## src/rtl/trc_pkg.sv

```systemverilog
// Package for the tandem repeat unit counter.
// Holds the word types of both channels, segment codes, default sizes and
// the control and status structs between the top level and the sequencer.
package trc_pkg;

    localparam int MAX_ALLELE_LEN  = 64;
    localparam int MAX_CONTEXT_LEN = 256;

    localparam logic [1:0] SEG_REF    = 2'd0;
    localparam logic [1:0] SEG_ALT    = 2'd1;
    localparam logic [1:0] SEG_CTX    = 2'd2;
    localparam logic [1:0] SEG_UNUSED = 2'd3;

    typedef struct packed {
        logic [7:0] base;
        logic [1:0] segment;
        logic       has_base;
        logic       last;
    } in_word_t;

    typedef struct packed {
        logic [6:0] unit_length;
        logic       unit_from_alt;
        logic [8:0] ref_repeats;
        logic [9:0] alt_repeats;
        logic       is_tandem;
        logic       error;
    } out_word_t;

    typedef struct packed {
        logic start;
        logic ack;
    } seq_ctrl_t;

    typedef struct packed {
        logic idle;
        logic done;
    } seq_stat_t;

endpackage

```

## src/rtl/tandem_repeat_unit_counter.sv

```systemverilog
// Tandem repeat unit counter. Loading takes one word per cycle while the
// sequencer is idle. After the word marked last, the sequencer finds the
// unit and then walks the stores: every byte compare has an issue state
// that presents addresses to the registered-read RAMs and a compare state.
// The search runs at most n*(n-1)/2 compares for the longer allele length n.
// Reset (aresetn, synchronous, active low) clears counts and control only.
module tandem_repeat_unit_counter #(
    parameter int MAX_ALLELE_LEN  = trc_pkg::MAX_ALLELE_LEN,
    parameter int MAX_CONTEXT_LEN = trc_pkg::MAX_CONTEXT_LEN
) (
    input  logic               aclk,
    input  logic               aresetn,
    input  logic               s_valid,
    output logic               s_ready,
    input  trc_pkg::in_word_t  s_data,
    output logic               m_valid,
    input  logic               m_ready,
    output trc_pkg::out_word_t m_data
);

    localparam int AW  = (MAX_ALLELE_LEN > 1) ? $clog2(MAX_ALLELE_LEN) : 1;
    localparam int CAW = (MAX_CONTEXT_LEN > 1) ? $clog2(MAX_CONTEXT_LEN) : 1;
    localparam int CNW = $clog2(MAX_ALLELE_LEN + 1);
    localparam int CCW = $clog2(MAX_CONTEXT_LEN + 1);

    // Fill counts of the three stores and the sticky overflow flag.
    logic [CNW-1:0] ref_count_reg, ref_count_next;
    logic [CNW-1:0] alt_count_reg, alt_count_next;
    logic [CCW-1:0] ctx_count_reg, ctx_count_next;
    logic           overflow_reg, overflow_next;

    logic               m_valid_reg;
    trc_pkg::out_word_t m_data_reg;

    trc_pkg::seq_ctrl_t ctrl;
    trc_pkg::seq_stat_t stat;
    trc_pkg::out_word_t result;

    logic           accept;
    logic           ref_we, alt_we, ctx_we;
    logic [AW-1:0]  a_addr, b_addr;
    logic [CAW-1:0] c_addr;
    logic [7:0]     ref_a, alt_a, ref_b, alt_b, ctx_b;

    // New words are taken only while the sequencer is idle; a finished
    // result may still sit in the output register meanwhile.
    assign s_ready = stat.idle;
    assign accept  = s_valid && s_ready;

    assign ref_we = accept && s_data.has_base && s_data.segment == trc_pkg::SEG_REF
                    && ref_count_reg < CNW'(MAX_ALLELE_LEN);
    assign alt_we = accept && s_data.has_base && s_data.segment == trc_pkg::SEG_ALT
                    && alt_count_reg < CNW'(MAX_ALLELE_LEN);
    assign ctx_we = accept && s_data.has_base && s_data.segment == trc_pkg::SEG_CTX
                    && ctx_count_reg < CCW'(MAX_CONTEXT_LEN);

    assign ctrl.start = accept && s_data.last;
    assign ctrl.ack   = stat.done && (!m_valid_reg || m_ready);

    always_comb begin
        ref_count_next = ref_count_reg;
        alt_count_next = alt_count_reg;
        ctx_count_next = ctx_count_reg;
        overflow_next  = overflow_reg;
        if (ctrl.ack) begin
            // The set is consumed: start the next one empty.
            ref_count_next = '0;
            alt_count_next = '0;
            ctx_count_next = '0;
            overflow_next  = 1'b0;
        end else if (accept && s_data.has_base) begin
            unique case (s_data.segment)
                trc_pkg::SEG_REF: begin
                    if (ref_we) begin
                        ref_count_next = ref_count_reg + CNW'(1);
                    end else begin
                        overflow_next = 1'b1;
                    end
                end
                trc_pkg::SEG_ALT: begin
                    if (alt_we) begin
                        alt_count_next = alt_count_reg + CNW'(1);
                    end else begin
                        overflow_next = 1'b1;
                    end
                end
                trc_pkg::SEG_CTX: begin
                    if (ctx_we) begin
                        ctx_count_next = ctx_count_reg + CCW'(1);
                    end else begin
                        overflow_next = 1'b1;
                    end
                end
                default: begin
                    // Unused segment code: the base is ignored.
                end
            endcase
        end
    end

    always_ff @(posedge aclk) begin
        if (!aresetn) begin
            ref_count_reg <= '0;
            alt_count_reg <= '0;
            ctx_count_reg <= '0;
            overflow_reg  <= 1'b0;
            m_valid_reg   <= 1'b0;
        end else begin
            ref_count_reg <= ref_count_next;
            alt_count_reg <= alt_count_next;
            ctx_count_reg <= ctx_count_next;
            overflow_reg  <= overflow_next;
            if (ctrl.ack) begin
                m_valid_reg <= 1'b1;
            end else if (m_ready) begin
                m_valid_reg <= 1'b0;
            end
        end
        if (ctrl.ack) begin
            m_data_reg <= result;
        end
    end

    assign m_valid = m_valid_reg;
    assign m_data  = m_data_reg;

    trc_ram #(.WIDTH(8), .DEPTH(MAX_ALLELE_LEN)) u_ref_ram (
        .aclk      (aclk),
        .we        (ref_we),
        .wr_addr   (ref_count_reg[AW-1:0]),
        .wr_data   (s_data.base),
        .rd_a_addr (a_addr),
        .rd_a_data (ref_a),
        .rd_b_addr (b_addr),
        .rd_b_data (ref_b)
    );

    trc_ram #(.WIDTH(8), .DEPTH(MAX_ALLELE_LEN)) u_alt_ram (
        .aclk      (aclk),
        .we        (alt_we),
        .wr_addr   (alt_count_reg[AW-1:0]),
        .wr_data   (s_data.base),
        .rd_a_addr (a_addr),
        .rd_a_data (alt_a),
        .rd_b_addr (b_addr),
        .rd_b_data (alt_b)
    );

    // The context store is read on one port only.
    trc_ram #(.WIDTH(8), .DEPTH(MAX_CONTEXT_LEN)) u_ctx_ram (
        .aclk      (aclk),
        .we        (ctx_we),
        .wr_addr   (ctx_count_reg[CAW-1:0]),
        .wr_data   (s_data.base),
        .rd_a_addr (c_addr),
        .rd_a_data (),
        .rd_b_addr (c_addr),
        .rd_b_data (ctx_b)
    );

    trc_seq #(
        .MAX_ALLELE_LEN  (MAX_ALLELE_LEN),
        .MAX_CONTEXT_LEN (MAX_CONTEXT_LEN)
    ) u_seq (
        .aclk      (aclk),
        .aresetn   (aresetn),
        .ctrl      (ctrl),
        .stat      (stat),
        .ref_count (ref_count_reg),
        .alt_count (alt_count_reg),
        .ctx_count (ctx_count_reg),
        .overflow  (overflow_reg),
        .a_addr    (a_addr),
        .b_addr    (b_addr),
        .c_addr    (c_addr),
        .ref_a     (ref_a),
        .alt_a     (alt_a),
        .ref_b     (ref_b),
        .alt_b     (alt_b),
        .ctx_b     (ctx_b),
        .result    (result)
    );

    // A last word hands the set to the sequencer, so loading pauses.
    assert property (@(posedge aclk) disable iff (!aresetn)
        s_valid && s_ready && s_data.last |=> !s_ready)
        else $error("input taken while a set is being computed");

    // A result is only committed when the output register has room.
    assert property (@(posedge aclk) disable iff (!aresetn)
        m_valid && !m_ready |=> m_valid && $stable(m_data))
        else $error("pending result word overwritten");

    // Error words carry no unit.
    assert property (@(posedge aclk) disable iff (!aresetn)
        m_valid && m_data.error |-> m_data.unit_length == '0 && !m_data.is_tandem)
        else $error("error word with nonzero fields");

    // Allele fill counts never pass their store sizes.
    assert property (@(posedge aclk) disable iff (!aresetn)
        ref_count_reg <= CNW'(MAX_ALLELE_LEN) && alt_count_reg <= CNW'(MAX_ALLELE_LEN))
        else $error("allele fill count beyond store");

endmodule

```

## src/rtl/trc_ram.sv

```systemverilog
// Generic RAM: one write port and two read ports, read data registered.
// Uses no package.
module trc_ram #(
    parameter int WIDTH = 8,
    parameter int DEPTH = 64
) (
    input  logic                                  aclk,
    input  logic                                  we,
    input  logic [(DEPTH > 1 ? $clog2(DEPTH) : 1)-1:0] wr_addr,
    input  logic [WIDTH-1:0]                      wr_data,
    input  logic [(DEPTH > 1 ? $clog2(DEPTH) : 1)-1:0] rd_a_addr,
    output logic [WIDTH-1:0]                      rd_a_data,
    input  logic [(DEPTH > 1 ? $clog2(DEPTH) : 1)-1:0] rd_b_addr,
    output logic [WIDTH-1:0]                      rd_b_data
);

    logic [WIDTH-1:0] mem [DEPTH];

    always_ff @(posedge aclk) begin
        if (we) begin
            mem[wr_addr] <= wr_data;
        end
        rd_a_data <= mem[rd_a_addr];
        rd_b_data <= mem[rd_b_addr];
    end

endmodule

```

## src/rtl/trc_seq.sv

```systemverilog
// Compute sequencer: finds the repeat unit and counts leading copies by
// walking the three stores one byte compare at a time. Depends on trc_pkg.
module trc_seq #(
    parameter int MAX_ALLELE_LEN  = trc_pkg::MAX_ALLELE_LEN,
    parameter int MAX_CONTEXT_LEN = trc_pkg::MAX_CONTEXT_LEN,
    localparam int AW  = (MAX_ALLELE_LEN > 1) ? $clog2(MAX_ALLELE_LEN) : 1,
    localparam int CAW = (MAX_CONTEXT_LEN > 1) ? $clog2(MAX_CONTEXT_LEN) : 1,
    localparam int CNW = $clog2(MAX_ALLELE_LEN + 1),
    localparam int CCW = $clog2(MAX_CONTEXT_LEN + 1)
) (
    input  logic                aclk,
    input  logic                aresetn,
    input  trc_pkg::seq_ctrl_t  ctrl,
    output trc_pkg::seq_stat_t  stat,
    input  logic [CNW-1:0]      ref_count,
    input  logic [CNW-1:0]      alt_count,
    input  logic [CCW-1:0]      ctx_count,
    input  logic                overflow,
    output logic [AW-1:0]       a_addr,
    output logic [AW-1:0]       b_addr,
    output logic [CAW-1:0]      c_addr,
    input  logic [7:0]          ref_a,
    input  logic [7:0]          alt_a,
    input  logic [7:0]          ref_b,
    input  logic [7:0]          alt_b,
    input  logic [7:0]          ctx_b,
    output trc_pkg::out_word_t  result
);

    localparam int LW = $clog2(MAX_ALLELE_LEN + 2);
    localparam int JW = $clog2(MAX_ALLELE_LEN + MAX_CONTEXT_LEN + 1);

    typedef enum logic [6:0] {
        S_IDLE  = 7'b0000001,
        S_INIT  = 7'b0000010,
        S_U_ISS = 7'b0000100,
        S_U_CMP = 7'b0001000,
        S_C_ISS = 7'b0010000,
        S_C_CMP = 7'b0100000,
        S_DONE  = 7'b1000000
    } state_t;

    state_t          state_reg, state_next;
    logic            err_reg, err_next;
    logic            pass_reg, pass_next;
    logic [LW-1:0]   len_reg, len_next;
    logic [LW-1:0]   pos_reg, pos_next;
    logic [LW-1:0]   k_reg, k_next;
    logic [JW-1:0]   j_reg, j_next;
    logic [JW-1:0]   copies_reg, copies_next;
    logic [JW-1:0]   in_ref_reg, in_ref_next;
    logic [JW-1:0]   ref_ctx_reg, ref_ctx_next;
    logic [JW-1:0]   alt_ctx_reg, alt_ctx_next;

    logic            from_alt;
    logic [CNW-1:0]  n_long;
    logic [CNW-1:0]  alen;
    logic [JW-1:0]   total;
    logic            in_allele;
    logic [7:0]      unit_a;
    logic [7:0]      unit_b;
    logic [7:0]      walk_byte;
    logic [LW-1:0]   back_pos;
    logic [JW-1:0]   ctx_pos;
    logic            pass_end;
    logic [31:0]     len_w;
    logic [31:0]     ref_diff;
    logic [31:0]     alt_diff;

    assign from_alt  = alt_count > ref_count;
    assign n_long    = from_alt ? alt_count : ref_count;
    assign alen      = pass_reg ? alt_count : ref_count;
    assign total     = JW'(alen) + JW'(ctx_count);
    assign in_allele = j_reg < JW'(alen);
    assign unit_a    = from_alt ? alt_a : ref_a;
    assign unit_b    = from_alt ? alt_b : ref_b;
    assign walk_byte = in_allele ? (pass_reg ? alt_b : ref_b) : ctx_b;
    assign back_pos  = pos_reg - len_reg;
    assign ctx_pos   = j_reg - JW'(alen);

    // The search compares each byte with the one a unit length back; the
    // walk compares the joined string against repeated copies of the unit.
    always_comb begin
        if (state_reg == S_U_ISS) begin
            a_addr = back_pos[AW-1:0];
            b_addr = pos_reg[AW-1:0];
        end else begin
            a_addr = k_reg[AW-1:0];
            b_addr = j_reg[AW-1:0];
        end
        c_addr = ctx_pos[CAW-1:0];
    end

    always_comb begin
        state_next   = state_reg;
        err_next     = err_reg;
        pass_next    = pass_reg;
        len_next     = len_reg;
        pos_next     = pos_reg;
        k_next       = k_reg;
        j_next       = j_reg;
        copies_next  = copies_reg;
        in_ref_next  = in_ref_reg;
        ref_ctx_next = ref_ctx_reg;
        alt_ctx_next = alt_ctx_reg;
        pass_end     = 1'b0;
        unique case (state_reg)
            S_IDLE: begin
                if (ctrl.start) begin
                    state_next = S_INIT;
                end
            end
            S_INIT: begin
                err_next = overflow || (ref_count == '0 && alt_count == '0);
                len_next = LW'(1);
                pos_next = LW'(1);
                k_next   = '0;
                state_next = (overflow || (ref_count == '0 && alt_count == '0))
                             ? S_DONE : S_U_ISS;
            end
            S_U_ISS: begin
                if (pos_reg >= LW'(n_long)) begin
                    if (k_reg == '0) begin
                        pass_next   = 1'b0;
                        j_next      = '0;
                        k_next      = '0;
                        copies_next = '0;
                        in_ref_next = '0;
                        state_next  = S_C_ISS;
                    end else begin
                        len_next = len_reg + LW'(1);
                        pos_next = len_reg + LW'(1);
                        k_next   = '0;
                    end
                end else begin
                    state_next = S_U_CMP;
                end
            end
            S_U_CMP: begin
                if (unit_a == unit_b) begin
                    pos_next = pos_reg + LW'(1);
                    k_next   = (k_reg + LW'(1) == len_reg) ? '0 : k_reg + LW'(1);
                end else begin
                    len_next = len_reg + LW'(1);
                    pos_next = len_reg + LW'(1);
                    k_next   = '0;
                end
                state_next = S_U_ISS;
            end
            S_C_ISS: begin
                if (!pass_reg && j_reg == JW'(alen)) begin
                    in_ref_next = copies_reg;
                end
                if (j_reg >= total) begin
                    pass_end = 1'b1;
                end else begin
                    state_next = S_C_CMP;
                end
            end
            S_C_CMP: begin
                if (walk_byte == unit_a) begin
                    j_next = j_reg + JW'(1);
                    if (k_reg + LW'(1) == len_reg) begin
                        k_next      = '0;
                        copies_next = copies_reg + JW'(1);
                    end else begin
                        k_next = k_reg + LW'(1);
                    end
                    state_next = S_C_ISS;
                end else begin
                    pass_end = 1'b1;
                end
            end
            S_DONE: begin
                if (ctrl.ack) begin
                    state_next = S_IDLE;
                end
            end
            default: begin
                state_next = S_IDLE;
            end
        endcase

        if (pass_end) begin
            if (!pass_reg) begin
                ref_ctx_next = copies_reg;
                if (in_allele) begin
                    in_ref_next = copies_reg;
                end
                pass_next   = 1'b1;
                j_next      = '0;
                k_next      = '0;
                copies_next = '0;
                state_next  = S_C_ISS;
            end else begin
                alt_ctx_next = copies_reg;
                state_next   = S_DONE;
            end
        end
    end

    always_ff @(posedge aclk) begin
        if (!aresetn) begin
            state_reg <= S_IDLE;
        end else begin
            state_reg <= state_next;
        end
        err_reg     <= err_next;
        pass_reg    <= pass_next;
        len_reg     <= len_next;
        pos_reg     <= pos_next;
        k_reg       <= k_next;
        j_reg       <= j_next;
        copies_reg  <= copies_next;
        in_ref_reg  <= in_ref_next;
        ref_ctx_reg <= ref_ctx_next;
        alt_ctx_reg <= alt_ctx_next;
    end

    assign len_w    = 32'(len_reg);
    assign ref_diff = 32'(ref_ctx_reg) - 32'(in_ref_reg);
    assign alt_diff = 32'(alt_ctx_reg) - 32'(in_ref_reg);

    always_comb begin
        if (err_reg) begin
            result       = '0;
            result.error = 1'b1;
        end else begin
            result.unit_length   = len_w[6:0];
            result.unit_from_alt = from_alt;
            result.ref_repeats   = ref_diff[8:0];
            result.alt_repeats   = alt_diff[9:0];
            result.is_tandem     = (ref_diff != '0) && (alt_diff != '0);
            result.error         = 1'b0;
        end
    end

    assign stat.idle = (state_reg == S_IDLE);
    assign stat.done = (state_reg == S_DONE);

endmodule
```

## config.mk

```make
export PLATFORM = sky130hd
export DESIGN_NAME = tandem_repeat_unit_counter
export DESIGN_NICKNAME = d
export VERILOG_FILES = /design/src/rtl/trc_pkg.sv /design/src/rtl/tandem_repeat_unit_counter.sv /design/src/rtl/trc_ram.sv /design/src/rtl/trc_seq.sv
export SDC_FILE = /design/constraint.sdc
export NUM_CORES = 2
export LEC_CHECK = 0
export ABC_AREA = 1
export BUFFER_PORTS_ARGS = -buffer_cell sky130_fd_sc_hd__buf_2
export CORE_MARGIN = 2
export CORE_UTILIZATION = 50
export DETAILED_ROUTE_END_ITERATION = 8
export PLACE_DENSITY_LB_ADDON = 0.3
export SYNTH_ARGS = -nofsm -noshare
export SYNTH_HDL_FRONTEND = slang
export SYNTH_SLANG_ARGS = --single-unit
```

## constraint.sdc

```tcl
create_clock -name aclk -period 5.85 [get_ports aclk]
set_input_delay 0 -clock aclk [delete_from_list [all_inputs] [get_ports aclk]]
set_output_delay 0 -clock aclk [all_outputs]
set_load 0.02 [all_outputs]
```

Word level (Yosys, flattened, before mapping)
Memories as Yosys holds them, arrays and structs flattened. A register that Yosys moved wholly into a read port is not among the register bits.
Index checks and enable logic that the tools add are counted.
{"block": "classes", "n_addsub": 13, "magnitude_cmp": 7, "reduce_logical": 36, "n_eq_ne": 24, "n_bitwise": 2, "mux": 72}
{"cell": "$mux W9", "count": 17}
{"cell": "$mux W7", "count": 21}
{"cell": "$reduce_bool A32 Y1", "count": 2}
{"cell": "$pmux W9 S2", "count": 3}
{"cell": "$pmux W7 S7", "count": 1}
{"cell": "$pmux W7 S3", "count": 2}
{"cell": "$add A7 B1 Y7 const B", "count": 5}
{"cell": "$mux W8", "count": 4}
{"cell": "$pmux W7 S4", "count": 1}
{"cell": "$add A9 B1 Y9 const B", "count": 3}
{"cell": "$logic_not A7 Y1", "count": 3}
{"cell": "$sub A9 B9 Y10", "count": 2}
{"cell": "$mux W1", "count": 19}
{"cell": "$eq A8 B8 Y1", "count": 2}
{"cell": "$lt A7 B7 Y1 const B", "count": 2}
{"cell": "$logic_and A1 B1 Y1", "count": 13}
{"cell": "$mux W6", "count": 2}
{"cell": "$ne A2 B2 Y1 const B", "count": 6}
{"cell": "$reduce_and A3 Y1", "count": 4}
{"cell": "$reduce_and A5 Y1", "count": 2}
{"cell": "$add A7 B9 Y9", "count": 1}
{"cell": "$eq A9 B7 Y1", "count": 1}
{"cell": "$ge A9 B9 Y1", "count": 1}
{"cell": "$lt A9 B7 Y1", "count": 1}
{"cell": "29 further kinds", "count": 36}
{"block": "word_totals", "memories": 3, "output_inout_bits": 31, "regBits": 129, "ram_bits": 3072, "inputBits": 16, "wordCells": 179}
{"memory": "u_ctx_ram.mem", "depth": 256, "width": 8, "read_ports": 1, "rd_clocked_by_memory_dff": 1, "write_ports": 1, "line": "trc_ram.sv:17", "rtl": "logic [WIDTH-1:0] mem [DEPTH];"}
{"memory": "u_alt_ram.mem", "depth": 64, "width": 8, "read_ports": 2, "rd_clocked_by_memory_dff": 2, "write_ports": 1, "line": "trc_ram.sv:17"}
{"memory": "u_ref_ram.mem", "depth": 64, "width": 8, "read_ports": 2, "rd_clocked_by_memory_dff": 2, "write_ports": 1, "line": "trc_ram.sv:17"}

Logic depth before layout (Yosys ltp)
{"block": "depth", "word_depth": 8, "depth_mapped": 28}

Hierarchy
A second synthesis with hierarchy kept.
{"block": "unflattened", "hier_cells": 19103, "hier_area_um2": 167704.6}
{"mod": "trc_ram (u_ctx_ram)", "area_each_um2": 103858.4, "cells_each": 11572, "instances": 1}
{"mod": "trc_ram (u_alt_ram)", "area_each_um2": 26785.7, "cells_each": 3008, "instances": 1}
{"mod": "trc_ram (u_ref_ram)", "area_each_um2": 26784.4, "cells_each": 3008, "instances": 1}
{"mod": "trc_seq", "area_each_um2": 8075.2, "cells_each": 1289, "instances": 1}
{"mod": "tandem_repeat_unit_counter", "area_each_um2": 2200.9, "cells_each": 226, "instances": 1}

Worst setup path after synthesis
OpenSTA, ideal clock, no wires.
{"block": "synth_path", "path_kind": "reg-to-reg", "startpoint": "register ref_count_reg[3]", "endpoint": "register u_seq.len_reg[0], enable pin", "setup_ns": 0.319, "path_slack_ns": 1.518, "n_path_buf": 4, "t_arrival_ns": 4.013, "required_time_ns": 5.531, "stages_incl_launch_ff": 21, "cell_sequence": "dfxtp_1 clkbuf_1 clkinv_1 ha_1 nand2_1 nor2_1 nand4_1 nand2_1 buf_2 buf_1 clkbuf_1 o21ai_0 ha_1 nand2_1 o21ai_0 nand4_1 nand3_1 nor2_1 nor3_1 nand2_1 inv_1"}
{"block": "synth_via", "elab_chain_cells": 5}
{"element": "from (decl)", "line": "tandem_repeat_unit_counter.sv:27", "rtl": "logic [CNW-1:0] ref_count_reg, ref_count_next;"}
{"element": "from (signal assigned)", "line": "tandem_repeat_unit_counter.sv:109", "rtl": "ref_count_reg <= ref_count_next;"}
{"element": "$gt A7 B7 Y1", "line": "trc_seq.sv:70", "rtl": "assign from_alt = alt_count > ref_count;"}
{"element": "$mux W7 (tied with other cells)", "line": "trc_seq.sv:71", "rtl": "assign n_long = from_alt ? alt_count : ref_count;"}
{"element": "$ge A7 B7 Y1 / $eq A8 B8 Y1 (equally long branches)", "line": "trc_seq.sv:122, trc_seq.sv:140"}
{"element": "$ne A2 B2 Y1 (no line)"}
{"element": "$reduce_and A4 Y1 (no line) (*)"}
{"element": "to (signal assigned)", "line": "trc_seq.sv:210", "rtl": "len_reg <= len_next;"}
{"element": "to (decl)", "line": "trc_seq.sv:46", "rtl": "logic [LW-1:0] len_reg, len_next;"}
Mark *: on every way between the ends. The rest lies on a longest branch, timed or not.
A chain may end at the register's enable or synchronous reset.

Worst setup path in the final report
{"block": "layout_path", "startpoint": "register u_seq.pass_reg", "endpoint": "register u_ctx_ram.rd_b_data[5], read port of u_ctx_ram.mem"}
{"block": "layout_via", "elab_chain_cells": 2}
{"element": "from (decl)", "line": "trc_seq.sv:45", "rtl": "logic pass_reg, pass_next;"}
{"element": "from (signal assigned)", "line": "trc_seq.sv:209", "rtl": "pass_reg <= pass_next;"}
{"element": "$mux W7", "line": "trc_seq.sv:72", "rtl": "assign alen = pass_reg ? alt_count : ref_count;"}
{"element": "$sub A8 B7 Y8", "line": "trc_seq.sv:79", "rtl": "assign ctx_pos = j_reg - JW'(alen);"}
{"element": "to (decl)", "line": "trc_ram.sv:14", "rtl": "output logic [WIDTH-1:0] rd_b_data"}
Every way passes these cells.

==> impl_metrics.py <==
metrics = {
    "placed_design": {
        "dpl.hpwl_mm": 253.2,
        "place.gp.congestion": 0.9465,
        "io_buffers": 46,
    },
    "worst_hold_path": {
        "hp-class": "input pin to register",
        "hold_start": "aresetn",
    },
    "critical_path": {
        "cpMaxStageDelayCell": "dfxtp_1",
        "path_cells": "o21ai_0, buf_4, ha_4, inv_1, fa_4, inv_8, buf_12, o21ai_0, o22ai_1, nor2_1, nor2_1, o21ai_0, o211ai_1, o211ai_1, nand3_1, nand3_1, nand2_1",
        "slowest_delay_ns": 0.96,
        "worst_setup_path_end_kind": "register",
        "cp_common_cell": "o21ai_0",
        "crit_path_max_fanout": 80,
        "crit_start": "u_seq.pass_reg",
        "r2r_start": "u_seq.pass_reg",
        "path_class": "register to register",
        "crit_path_start_kind": "register",
        "crit_arrival_ns": 6.22,
        "cp.required_ns": 6.71,
    },
    "clock_tree": {
        "insertion_delay_ns": 0.93,
        "cts_buffer_depth": 4,
        "cts_tree": "built",
        "cts_setup_buffers": 0,
        "ctsRootBufferMaster": "clkbuf_16",
        "cts.reportedPaths.clkPinSlew_ns": 0.06,
        "htreeDepth": 5,
        "cts_buffers": 334,
        "cts-resized-gates": 0,
        "clkSinkCount": 3241,
        "cts_hold_buffers": 21,
    },
    "floorplanning": {
        "core_um2": 285200,
        "dieArea_um2": 291100,
        "chipWidth_um": 539.6,
        "start_util_pct": 50.28,
        "io_pins": 47,
        "rows": 196,
        "die_h_um": 539.6,
    },
    "grt": {
        "antenna_found_initial": 9,
        "first_global_vias": 100600,
        "overflow": 0,
        "grt_max_degree": 161,
        "grt_pass1_wl_mm": 643.9,
        "track_usage_pct": 29.04,
    },
    "cells_and_area": {
        "reg.largest.list": "u_ctx_ram.mem x2048, u_alt_ram.mem x512, u_ref_ram.mem x512",
        "area_growth_pct": 10.47,
        "largest_reg_flops": 2048,
        "top_register": "u_ctx_ram.mem",
        "drive_gt1_share_pct": 6.385,
        "final_common_cell": "edfxtp_1",
        "fin_nets": 12680,
        "fin_util_pct": 55.55,
        "layout_common_cells": "edfxtp_1, nor2_1, nand2_1",
    },
    "synth": {
        "yosys_warnings": 0,
        "avgSynthCellArea_um2": 11.12,
        "synth_area_um2": 143400,
        "synth.ff_latch_count": 3241,
        "syn_inst": 12900,
        "ys_types": 50,
        "syn-num-nets": 13000,
        "yosysSeqAreaShare_pct": 67.12,
    },
    "power": {
        "power.leakage_nw": 52.73,
        "finalPower_mw": 49.41,
        "p_per_area_nw_per_um2": 311.9,
        "ir_drop_uv": 281.0,
    },
    "sta": {
        "period_share_pct": 91.69,
        "worst_slew_pin_slew_ns": 1.312,
        "tns_ns": 0,
        "slew_viol_final": 0,
        "setup_viol": 0,
        "hold_viol": 0,
        "slew_headroom_pct": 12.32,
        "rsz0062_at_grt": "false",
        "min_period_ns": 5.364,
        "finalClockSkew_ns": 0.06967,
        "max_freq_mhz": 186.4,
    },
    "route": {
        "initialDrtViolationCount": 15850,
        "drtAntennaViolNets": 0,
        "via_per_inst": 6.380,
        "drc": 0,
        "vias": 106000,
        "routedWlPerCell_um": 26.31,
        "drt_wl_total_mm": 437.0,
        "dr.pass1.iters": 9,
    },
    "run": {
        "maxCapViolCount": 0,
    },
    "outcome": {
        "status": "completed",
    },
}
[worst paths after layout]
kind                                          endpoint  slack [ns]  depth (start not counted)
worst max-delay path            u_ctx_ram.rd_b_data[5]        0.49                         17
worst min-delay path                u_seq.state_reg[6]        0.04                          4
worst max register to register  u_ctx_ram.rd_b_data[5]        0.49                         17
worst min register to register          u_seq.k_reg[6]        0.50                          2
[through the flow]
stage / hold WS, ns / setup WS (ns) / instance area (µm²) / instances
global placement: 0.2589 / 0.7452 / 147500 / 15990
global route: 0.03169 / 0.3809 / 158400 / 16610
CTS: 0.01794 / 0.7601 / 158400 / 16610
floorplan: 0.06892 / 1.518 / 143400 / 12900
finish: 0.03910 / 0.4859 / 158400 / 16610
detailed placement: 0.2692 / 0.7601 / 147500 / 15990
[metal layers]
metal / wire (µm) / GRT usage, % / part of all wire [%] / vias up
met1: 168800 / 39.81 / 39 / 51570
met4: 21710 / 13.63 / 5.0 / 6
met3: 46850 / 5.104 / 11 / 1176
met5: 38 / 0 / 0.0087 / -
li1: - / - / - / 46460
met2: 199600 / 45.15 / 46 / 6764
[cells in the mapped netlist, drive strengths merged]
cell,instances,share of area [%]
a31oi,1,0.0044
a211o,1,0.0061
o221ai,46,0.28
ha,74,0.65
a21o,6,0.031
fa,5,0.070
o21bai,6,0.031
nand3b,14,0.073
edfxtp,3134,66
o22ai,467,2.0
clkbuf,663,1.7
nor3,35,0.12
xnor2,12,0.073
dfxtp,107,1.5
o21a,12,0.063
inv,757,2.0
nand2,1631,4.3
nand4,37,0.17
a32oi,1,0.0061
buf,294,0.96
a31o,1,0.0061
clkinv,8,0.021
o211ai,1164,6.1
o311a,1,0.0070
a21boi,1,0.0052
a2111oi,2,0.012
or2,1,0.0044
and3,1,0.0044
a32o,13,0.091
nor4,6,0.031
a221oi,2,0.012
a21oi,107,0.39
xor2,44,0.27
o21ai,1351,4.7
nor2,1712,4.5
nand3,1185,4.1
[critical path: cells and delay by family, from the launching register on]
family / cells / cell delay [ns]
AOI/OAI and AO/OA: 6 / 1.23
adders and majority gates: 2 / 1.00
DFF: 1 / 0.96
buffers and inverters: 4 / 1.19
and+or+nand+nor: 5 / 0.83
[kinds of logic (layout without fill, tap and decap cells)]
| group | after synthesis | after routing | synth area share, % |
|---|---|---|---|
| other cells | 0 | 6 | 0 |
| compound gates | 3182 | 3182 | 13.80 |
| buf+inv | 1722 | 1663 | 4.698 |
| flops | 3241 | 3241 | 67.12 |
| simple gates | 4622 | 4622 | 13.33 |
| xor+xnor | 56 | 56 | 0.3420 |
| fa+ha+maj | 79 | 79 | 0.7154 |
[final cells by class]
class / count / area, µm²
fill: 23170 / 126800
sequential: 3241 / 96250
multi-input combinational: 7939 / 40720
clock buffer: 408 / 8710
tap: 3762 / 4707
timing repair buffer: 303 / 3118
inverter: 765 / 2917
clock inverter: 187 / 1984
antenna: 6 / 15.01
[report_power, final]
part	switching, mW	leakage, nW	internal [mW]
clock network	8.97	5.20	12.2
registers	0.0698	29.0	25.5
logic	2.01	18.5	0.649
total	11.0	52.7	38.4
Power figures use the tool's default switching activity.
